$ cat src/rtl/core/sswt_ram.sv
// ----------------------------------------------------------------------------
// sswt_ram
// Simple dual-port synchronous RAM, one write and one registered read port.
// ----------------------------------------------------------------------------
module sswt_ram #(
  parameter int DEPTH = 128,
  parameter int WIDTH = 32
) (
  input  logic                     clk,
  input  logic                     we,
  input  logic [$clog2(DEPTH)-1:0] waddr,
  input  logic [WIDTH-1:0]         wdata,
  input  logic                     re,
  input  logic [$clog2(DEPTH)-1:0] raddr,
  output logic [WIDTH-1:0]         rdata
);

  logic [WIDTH-1:0] mem [DEPTH];
  logic [WIDTH-1:0] rdata_r;

  always_ff @(posedge clk) begin
    if (we) begin
      mem[waddr] <= wdata;
    end
  end

  always_ff @(posedge clk) begin
    if (re) begin
      rdata_r <= mem[raddr];
    end
  end

  assign rdata = rdata_r;

endmodule

$ cat config.mk
export PLATFORM = sky130hd
export DESIGN_NAME = sswt_ram
export DESIGN_NICKNAME = d
export VERILOG_FILES = /design/src/rtl/core/sswt_ram.sv
export SDC_FILE = /design/constraint.sdc
export NUM_CORES = 2
export LEC_CHECK = 0
export ABC_AREA = 1
export BUFFER_PORTS_ARGS = -buffer_cell sky130_fd_sc_hd__buf_2
export CORE_MARGIN = 5
export CORE_UTILIZATION = 53
export CTS_CLUSTER_SIZE = 30
export DETAILED_ROUTE_END_ITERATION = 8
export PLACE_DENSITY_LB_ADDON = 0.08
export SLEW_MARGIN = 20
export SYNTH_ARGS = -nofsm -noshare
export SYNTH_HDL_FRONTEND = slang
export SYNTH_SLANG_ARGS = --single-unit
export TNS_END_PERCENT = 100
$ cat constraint.sdc
create_clock -name clk -period 3.3 [get_ports clk]
set_input_delay 0.66 -clock clk [delete_from_list [all_inputs] [get_ports clk]]
set_output_delay 0.66 -clock clk [all_outputs]
set_load 0.03 [all_outputs]
Word-level counts from Yosys, hierarchy flattened
Memories as Yosys holds them, arrays and structs flattened. A register that Yosys moved wholly into a read port is not among the register bits.
Cells that the tools add are included.
{"block": "totals", "ff_bits": 0, "latchBits": 0, "ram_bits": 4096, "romBits": 0, "in_bits": 49, "mem_count": 1}
{"name": "mem", "words": 128, "width": 32, "rd": 1, "rd_ports_with_merged_regs": 1, "write_ports": 1, "line_no": "18", "source": "logic [WIDTH-1:0] mem [DEPTH];"}
{"block": "op_classes", "addsub": 0, "multipliers": 0, "div": 0, "order_cmp": 0, "n_eq_ne": 0, "shifts": 0, "muxes": 2, "n_bitwise": 0, "n_reduce_logical": 0}
{"cell": "two-way mux 1 bit", "count": 2}

Longest topological paths before layout
{"block": "depth", "word_depth": 2, "depth_mapped": 13, "depth_no_buf": 9}

Worst setup path after synthesis
No wires, ideal clock.
{"block": "synth_path", "path_type": "input port to flip-flop", "startpoint": "in we", "endpoint": "mem mem[105][0] (enable)", "setup_time_ps": 421, "t_arrival_ps": 2637, "setup_slack_ps": 242, "stages": 4, "path_buffers": 2, "cell_sequence": "clkbuf_1 nand2_1 clkbuf_1 nor2_1"}
{"block": "synth_between", "elab_chain_cells": 2}
{"item": "from (decl)", "line_no": "10", "source": "input logic we,"}
{"item": "two-way mux 1 bit", "line_no": "22", "source": "if (we) begin"}
{"item": "two-way mux 1 bit (implied by the code)", "line_no": "23", "source": "mem[waddr] <= wdata;"}
{"item": "to (decl)", "line_no": "18"}
Every way passes these cells.

Worst setup path after layout
{"block": "layout_path", "startpoint": "reg rdata_r[9] (netlist: rdata[9]) (read register of mem)", "endpoint": "out rdata[9]"}
{"item": "from (decl)", "line_no": "19", "source": "logic [WIDTH-1:0] rdata_r;"}
{"item": "to (decl)", "line_no": "15", "source": "output logic [WIDTH-1:0] rdata"}
No word-level cell between the ends.

==> metrics.cfg <==
[status]
status=finished, final reports clean

[timing]
tightest_slew_ps=1020
fmax_mhz=371
fin_crit_ps=2690
setup_viol_count_final=0
period_share=0.816
finalHoldViolCount=0
report.final.slew_viol_count=0
maxSlewHeadroom=0.322
clock_skew_ps=37.5
rsz0062_at_grt=false
setup_slack_ps=607

[pwr]
ir_drop_uv=553
powerDensity_nw_per_um2=589
p_leak_uw=0.0665
power_uw=112000

[worst_setup_path]
crit_end=rdata[9]
endpoint_kind=primary output
arrival_ps=2030
r2r_setup_slack_ps=980
cpMaxStageDelayCell=edfxtp_1
worst_ep_required_time_ps=2640
critPathKind=reg -> out
crit-reg2reg-capture=rdata[26]$_DFFE_PP_
worstPathCellList=buf_2
critical_path.startpoint=rdata[9]$_DFFE_PP_
start_kind=flip-flop
crit_buf_inv=1
max_stage_delay_ps=750
r2r-start=mem[61][26]$_DFFE_PP_
worstPathMaxFanout=4
crit_cells=1
reg2reg_depth=8
path_delay_family=flip-flops

[worst_hold_path]
holdCritStartpoint=wdata[13]
hp-class=in -> reg

[final_layout]
n_fill_cell=23500
finalNonFillerCells=18200
num-nets-final=13800
layout-drive-gt1-share=0.109
syn2layout_area_growth_pct=15.3

[cts]
hold_buffers=0
post_cts_resized=0
clockBufferDepth=4
cts_tree=yes
cts_buffers=424
cts_num_sinks=4128
ctsHtreeMaxLevel=5
clk_latency_ps=960
post_cts_buffers=0
cts_root_buf=clkbuf_16
path_clk_slew_ps=60

[floorplanning]
die_h_um=568
die_area_um2=322000
core_area_um2=309000
io_pins=81
initial_core_util=0.533
rows=204
die_w_um=568

[detailed_routing]
drtIter0Drc=14000
drtAntennaViolNets=0
drc=0
dr.pass1.iters=6
wl_um=517000
drt-wirelength-per-cell_um=28.4
vias_per_cell=6.09
vias=111000

[synth]
synth_area_um2=165000
syn_nets=13400
synth_area_leaders=edfxtp_1, nand3_1, nand2_1
synth.avg_cell_area_um2=12.3
synth_cells=13400
synth.top_cell.area_share=0.751
synth-seq-cells=4128
synth.distinct_cells=14
synth.yosys.seq_area_share=0.751
ys_warn_count=0
synth_top_cell_by_area=edfxtp_1

[run]
max-cap-violations=0

[global_route]
overflow=0
grt_pass1_vias=105000
grt_use_total=0.314
antenna_found_initial=27
grt_max_degree=129
grt_pass1_wl_um=740000

[placed_design]
place_inst=17400
io_buffers=80
gp_congestion=0.868
hpwlAfterDp_um=298000
pre_cts_slack_ps=-267

[final cells by class]
class                   instances  area (µm²)  share of cell area
flip-flops and latches       4128      124000               0.652
clock buffers                 521       11200              0.0589
repair buffers                801       10300              0.0540
inverters                      24         143            0.000750
well taps                    4120        5150              0.0271
diodes                         22        55.1            0.000289
clock inverters               254        2130              0.0112
multi-input cells            8328       37300               0.196
[power breakdown]
group          switching [µW]  total [µW]  internal [µW]
registers                 132       58100          57900
clock network           19900       46300          26500
logic                    5600        7660           2060
[cells in the mapped netlist, drive strengths merged]
master / instances
inv: 24
edfxtp: 4128
buf: 800
nand3: 4035
nor2: 134
clkbuf: 109
nand2: 4151
nor3: 8
[state kept, by name, summed over array words and instances (netlist names)]
| register | cells |
|---|---|
| rdata | 32 |
| mem | 4096 |
[logic make-up (layout without fill, tap and decap cells)]
group | Yosys count | count (layout) | synth area share
buffers and inverters | 933 | 1600 | 0.0284
flip-flops | 4128 | 4128 | 0.751
other | 0 | 22 | 0
AND/OR/NAND/NOR | 8328 | 8328 | 0.220
[cell usage in the layout, fill, tap and decap left out, types with 42 or more instances in the layout]
cell type / n
clkinv_1: 105
buf_12: 344
nand3_1: 4035
buf_2: 42
nor2_4: 128
clkinv_2: 92
clkbuf_1: 86
nand2_1: 4143
buf_4: 409
edfxtp_1: 4128
clkbuf_16: 435
[layer usage]
metal  global-route usage  share of wire  vias to the layer above
met5                    0        0.00012                        -
met4                0.152          0.057                        8
met3               0.0547          0.099                      909
met2                0.484           0.46                     5987
met1                0.439           0.39                    55100
li1                     -              -                    48700
[metrics by stage]
stage | utilization | hold WS, ps | TNS (ps) | area, µm²
2_1_floorplan | - | 759 | 0 | 165000
3_3_place_gp | 0.571 | 936 | -1050 | 177000
6_report | 0.615 | 75.1 | 0 | 190000
3_5_place_dp | 0.571 | 952 | -1190 | 177000
5_1_grt | 0.615 | 34.4 | 0 | 190000
4_1_cts | 0.615 | 16.6 | 0 | 190000
[worst min path at each step]
stage                                  endpoint  slack, ps  depth (start not counted)
after detailed placement     rdata[4]$_DFFE_PP_        950                          8
after floorplan             mem[0][0]$_DFFE_PP_        760                          0
final                     mem[38][13]$_DFFE_PP_         80                          1
after global routing      mem[39][13]$_DFFE_PP_         30                          1
after global placement       rdata[4]$_DFFE_PP_        940                          8
after CTS                 mem[37][13]$_DFFE_PP_         20                          1
No activity file was read; power rests on OpenSTA's default activity.
