**src/rtl/core/sswt_pkg.sv**
```systemverilog
// ----------------------------------------------------------------------------
// sswt_pkg
// Shared constants and types of the step size window tracker.
// ----------------------------------------------------------------------------
package sswt_pkg;

  localparam int WINDOW  = 128;
  localparam int WIN_AW  = $clog2(WINDOW);
  localparam int STEP_W  = 32;
  localparam int CNT_W   = 32;
  localparam int TRIES_W = 8;
  localparam int SUM_W   = STEP_W + WIN_AW;
  // numerator of the 4/5 and 6/5 scaling: up to 6 * (2^32 - 1)
  localparam int NUM_W   = STEP_W + 3;

  // divide by five as a multiply by ceil(2^(NUM_W+3) / 5), taken in chunks
  localparam int CHUNK_W    = 12;
  localparam int N_CHUNKS   = 3;
  localparam int CHUNK_CW   = $clog2(N_CHUNKS + 1);
  localparam int RECIP_W    = CHUNK_W * N_CHUNKS;
  localparam logic [RECIP_W-1:0] RECIP_5 = 36'hC_CCCC_CCCD;
  localparam int ACC_W      = NUM_W + CHUNK_W + 1;
  localparam int QUOT_SHIFT = NUM_W + 3 - (N_CHUNKS - 1) * CHUNK_W;

  typedef enum logic [2:0] {
    ST_CLEAR,
    ST_IDLE,
    ST_SCAN,
    ST_DRAIN,
    ST_PREP,
    ST_DIV,
    ST_DONE
  } state_t;

  typedef enum logic [1:0] {
    PROP_DOWN,
    PROP_UP,
    PROP_KEEP
  } prop_sel_t;

endpackage

```
**src/rtl/core/sswt_div5.sv**
```systemverilog
// ----------------------------------------------------------------------------
// sswt_div5
// Divide by the constant five: reciprocal multiply, one 12-bit chunk a cycle.
// ----------------------------------------------------------------------------
module sswt_div5 import sswt_pkg::*; (
  input  logic             clk,
  input  logic             rst_n,
  input  logic             start,
  input  logic [NUM_W-1:0] numer,
  output logic             done,
  output logic [NUM_W-1:0] quot
);

  logic [NUM_W-1:0]    x_r, x_nxt;
  logic [RECIP_W-1:0]  m_r, m_nxt;
  logic [ACC_W-1:0]    acc_r, acc_nxt;
  logic [CHUNK_CW-1:0] cnt_r, cnt_nxt;
  logic                done_r, done_nxt;
  logic [ACC_W-1:0]    part;

  // low chunk first; dropping the low bits each step keeps the floor exact
  always_comb begin
    part     = ACC_W'(x_r) * ACC_W'(m_r[CHUNK_W-1:0]);
    x_nxt    = x_r;
    m_nxt    = m_r;
    acc_nxt  = acc_r;
    cnt_nxt  = cnt_r;
    done_nxt = 1'b0;
    if (start) begin
      x_nxt   = numer;
      m_nxt   = RECIP_5;
      acc_nxt = '0;
      cnt_nxt = CHUNK_CW'(N_CHUNKS);
    end else if (cnt_r != '0) begin
      m_nxt    = m_r >> CHUNK_W;
      acc_nxt  = (acc_r >> CHUNK_W) + part;
      cnt_nxt  = cnt_r - 1'b1;
      done_nxt = (cnt_r == CHUNK_CW'(1));
    end
  end

  always_ff @(posedge clk) begin
    if (!rst_n) begin
      cnt_r  <= '0;
      done_r <= 1'b0;
    end else begin
      cnt_r  <= cnt_nxt;
      done_r <= done_nxt;
    end
  end

  always_ff @(posedge clk) begin
    x_r   <= x_nxt;
    m_r   <= m_nxt;
    acc_r <= acc_nxt;
  end

  assign done = done_r;
  assign quot = NUM_W'(acc_r >> QUOT_SHIFT);

endmodule

```
**config.mk**
```make
export PLATFORM = sky130hd
export DESIGN_NAME = sswt_div5
export DESIGN_NICKNAME = d
export VERILOG_FILES = /design/src/rtl/core/sswt_pkg.sv /design/src/rtl/core/sswt_div5.sv
export SDC_FILE = /design/constraint.sdc
export NUM_CORES = 1
export LEC_CHECK = 0
export BUFFER_PORTS_ARGS = -buffer_cell sky130_fd_sc_hd__buf_2
export CAP_MARGIN = 15
export CORE_ASPECT_RATIO = 0.75
export CORE_MARGIN = 4
export CORE_UTILIZATION = 50
export CTS_CLUSTER_SIZE = 20
export DETAILED_ROUTE_END_ITERATION = 12
export PLACE_DENSITY = 0.68
export SETUP_SLACK_MARGIN = 0.15
export SLEW_MARGIN = 20
export SYNTH_ARGS = -nofsm -noshare
export SYNTH_HDL_FRONTEND = slang
export SYNTH_SLANG_ARGS = --single-unit
```
**constraint.sdc**
```tcl
create_clock -name clk -period 17.4 [get_ports clk]
set_input_delay 4.35 -clock clk [delete_from_list [all_inputs] [get_ports clk]]
set_output_delay 4.35 -clock clk [all_outputs]
set_load 0.05 [all_outputs]
```
=== Yosys cells after proc, flatten, opt, wreduce, memory -nomap -nowiden ===
Index checks and enable logic that the tools add are counted.

* Output and inout port bits: 36
* Flip-flop bits (word level): 105
* Input bits: 38
* Logic and storage cells: 16

* Eq/ne operators: 1
* Add/sub/neg operators: 2
* Multiply operators: 1
* Muxes and demuxes: 2
* Bitwise operators: 2
* Reductions and logical operators: 3

{| class="wikitable"
|+ Operator list
! operator !! number
|-
| adder 36 x 47 -> 48 bit || 1
|-
| multiplier 35 x 12 -> 47 bit || 1
|-
| 2-to-1 mux 2 bit || 2
|-
| nonzero test 2 bit || 2
|-
| OR reduction 3 bit || 1
|-
| equality test 2 x 1 -> 1 bit (second input constant) || 1
|-
| inverter 1 bit || 2
|-
| subtractor 2 x 1 -> 2 bit (second input constant) || 1
|}

=== Longest topological paths before layout ===
* Word-level depth: 3
* Depth in mapped cells: 23
* Depth with buffers taken out: 20

=== Worst setup path after synthesis ===
OpenSTA, ideal clock, no wires.

* Path type: reg-to-reg
* From: register m_r[11]
* To: register acc_r[43]
* Required time: 17.305 ns
* Setup time: 0.095 ns
* Buffers on the path: 2
* Arrival: 5.612 ns
* Clock period less this slack: 5.707 ns
* Stages on the path, launching flop included: 23
* Path slack: 11.693 ns
* Path through: dfxtp_1 clkbuf_1 clkbuf_1 and2_1 ha_1 inv_1 fa_1 fa_1 inv_1 fa_1 inv_1 fa_1 inv_1 ha_1 a21oi_1 o21ai_1 a221o_1 a221o_1 a211oi_2 o31ai_2 o221a_1 or4_1 o311ai_1

* Word-level cells in the longest chain between the ends: 2

{| class="wikitable"
|+ Ends and longest elaborated chain
! item !! RTL line !! RTL
|-
| start, declared || sswt_div5.sv:15 || <nowiki>logic [RECIP_W-1:0] m_r, m_nxt;</nowiki>
|-
| start signal, assigned || sswt_div5.sv:54 || <nowiki>m_r <= m_nxt;</nowiki>
|-
| multiplier 35 x 12 -> 47 bit || sswt_div5.sv:23 || <nowiki>part = ACC_W'(x_r) * ACC_W'(m_r[CHUNK_W-1:0]);</nowiki>
|-
| adder 36 x 47 -> 48 bit || sswt_div5.sv:36 || <nowiki>acc_nxt = (acc_r >> CHUNK_W) + part;</nowiki>
|-
| end signal, assigned || sswt_div5.sv:55 || <nowiki>acc_r <= acc_nxt;</nowiki>
|-
| end, declared || sswt_div5.sv:16 || <nowiki>logic [ACC_W-1:0] acc_r, acc_nxt;</nowiki>
|}

No other way between the ends.
A chain may end at the register's enable or synchronous reset.

=== Worst setup path after layout ===
Ends and elaborated chain as after synthesis.

==> summary.txt <==
initial antenna violation count: 0
grt peak-use layer: met1
GRT met2 Usage: 32.73%
vias per cell: 5.167
Mapped Area: 12470 um^2
DRC: 0
layout cell share with drive strength beyond 1: 7.307%
Num CTS Buffers: 9
Worst setup EP type: flop
slew margin rel.: 26.29%
Synth top area share: 30.18%
CP max FO: 37
routability cong.: 0.9285
Detail Route Antenna Nets: 0
Netlist cell types: 73
WL final: 30870 um
final core utilization: 54.13%
status: finished, final reports clean
final net count: 1778
first-pass GRT wire length: 50020 um
htree depth: 3
worst hold margin: 478.3 ps
Layout Area Growth over Synthesis: 5.398%
Tcrit/Tclk final: 38.39%
sequential area share after synthesis: 15.17%
total number of vias: 8923
drt pass-1 iters: 5
routed len/inst: 17.87 um
worst min path class: flop to flop
DR iter-0 viols: 716
flops & latches, synth: 77
Top FF cell, synth: dfxtp_1
gr usage total: 23.53%
Post-CTS Hold Buffers: 0
clk slew on worst S/H paths: 60 ps
clk sinks: 77
die area: 27560 um^2
post-cts resize count: 0
number of cell rows: 49
number of global-route vias before repair: 9128
Final setup viols: 0
CP Launch Type: flop
top cell type by total area after synthesis: fa_1
final worst slack: 10720 ps
met3 GRT Util: 7.266%
Setup Fix Bufs, Post-CTS: 0
Arr. time, crit path: 6930 ps
Fin Clk Skew: 18.89 ps
Detailed Place HPWL: 26190 um
post-synthesis async set-or-reset flop share: 0%
Initial Util: 51.36%
synth cell count leaders: inv_1, fa_1, ha_1, nand2_1, and2_1
input/output buffers: 72
largest net degree at the start of global routing: 47
pre-CTS WS: 10830 ps
syn avg cell area: 9.089 um^2
global-route met1 utilization: 36.26%
Net Count, Synth: 1759
CTS tree: built
count leader, synth: inv_1
min cycle time layout: 6680 ps
MaxCap Viol Count: 0
clock tree buffer depth: 2
fin. max-slew vios: 0
synth top area cells: fa_1, ha_1, inv_1
Clock Latency Late Sink: 370 ps
clk root buf: clkbuf_16
RSZ-0062 raised after global routing: false
WP data required: 17650 ps
gr ovfl total: 0
Mapped Cells: 1372
setup TNS: 0 ps
core area: 24280 um^2
EDFF count, synth: 35
Synthesis Warnings: 0
Die Ht: 144.8 um
Slew @ Worst Pin: 1099 ps
Ports: 74
critical path class: flop to flop
chip width: 190.4 um
Ant. Diodes: 0
final-report hold violation count: 0
maximum clock frequency: 149.7 MHz
-- metal layers --
metal | up-vias | part of all wire [%]
met3 | 24 | 8.6
met2 | 302 | 39
li1 | 4262 | -
met4 | 0 | 1.3
met5 | - | 0
met1 | 4335 | 51
-- final timing paths --
kind,from,to,slack [ps],cells after the start
worst min-delay path,acc_r[18],acc_r[18],480,2
worst max-delay path,m_r[11],acc_r[43],10720,21
worst max register to register,m_r[11],acc_r[43],10720,21
worst min register to register,acc_r[18],acc_r[18],480,2
-- cell type report --
type | instances | area, um^2
Inverter | 389 | 1460
Timing Repair Buffer | 75 | 385.4
Clock buffer | 14 | 275.3
Multi-Input combinational cell | 839 | 8701
Tap cell | 331 | 414.1
Clock inverter | 2 | 15.01
Sequential cell | 77 | 1892
Fill cell | 2246 | 11140
-- critical path, cell delays in order (launching register included) --
cell,delay [ps]
dfxtp_1,770
buf_4,430
and2_1,280
ha_1,260
inv_1,110
fa_1,440
fa_1,490
inv_1,50
fa_1,480
inv_1,50
fa_1,470
inv_1,50
ha_1,360
a21oi_1,260
o21ai_1,110
a221o_1,300
a221o_1,360
a211oi_2,340
o31ai_2,140
o221a_1,250
or4_1,460
o311ai_1,80
-- cells by family after synthesis --
kind of cell | count (synthesis) | share of synthesized area [%]
DFF | 77 | 15.17
and+or+nand+nor | 276 | 11.33
muxes | 9 | 0.7225
AOI/OAI and AO/OA | 161 | 8.318
adders and majority gates | 349 | 46.34
xor gates and xnor gates | 43 | 3.020
buffers and inverters | 456 | 15.07
other | 1 | 0.03007
-- state kept, by name (all words and copies together), names as in the netlist --
signal and flops:
cnt_r 2, done 1, x_r 35, acc_r 36, m_r 3
-- layout by cell type, fill, tap and decap left out, drive strengths merged, types with 4 or more instances in the layout --
cell	netlist	final
buf	38	75
mux2i	9	9
clkbuf	28	14
ha	161	161
a21o	14	14
fa	188	188
a31oi	4	4
o21bai	5	5
o21ai	39	39
and2	77	77
inv	387	388
o22ai	4	4
nand2	94	94
nor2	38	38
nor3	6	6
a211oi	9	9
or4	5	5
dfxtp	42	42
xor2	33	33
nand3	8	8
and3	16	16
o311ai	4	4
edfxtp	35	35
xnor2	10	10
nand4	11	11
a21oi	51	51
-- metrics by stage --
step	instance area, um^2	instances
floorplan	12470	1372
global placement	12850	1711
detailed placement	12850	1711
CTS	13140	1727
global route	13140	1727
finish	13140	1727
Power is left out: the tool's default activity adds up to more than one toggle a clock period on the data nets, which glitch-free logic cannot reach.
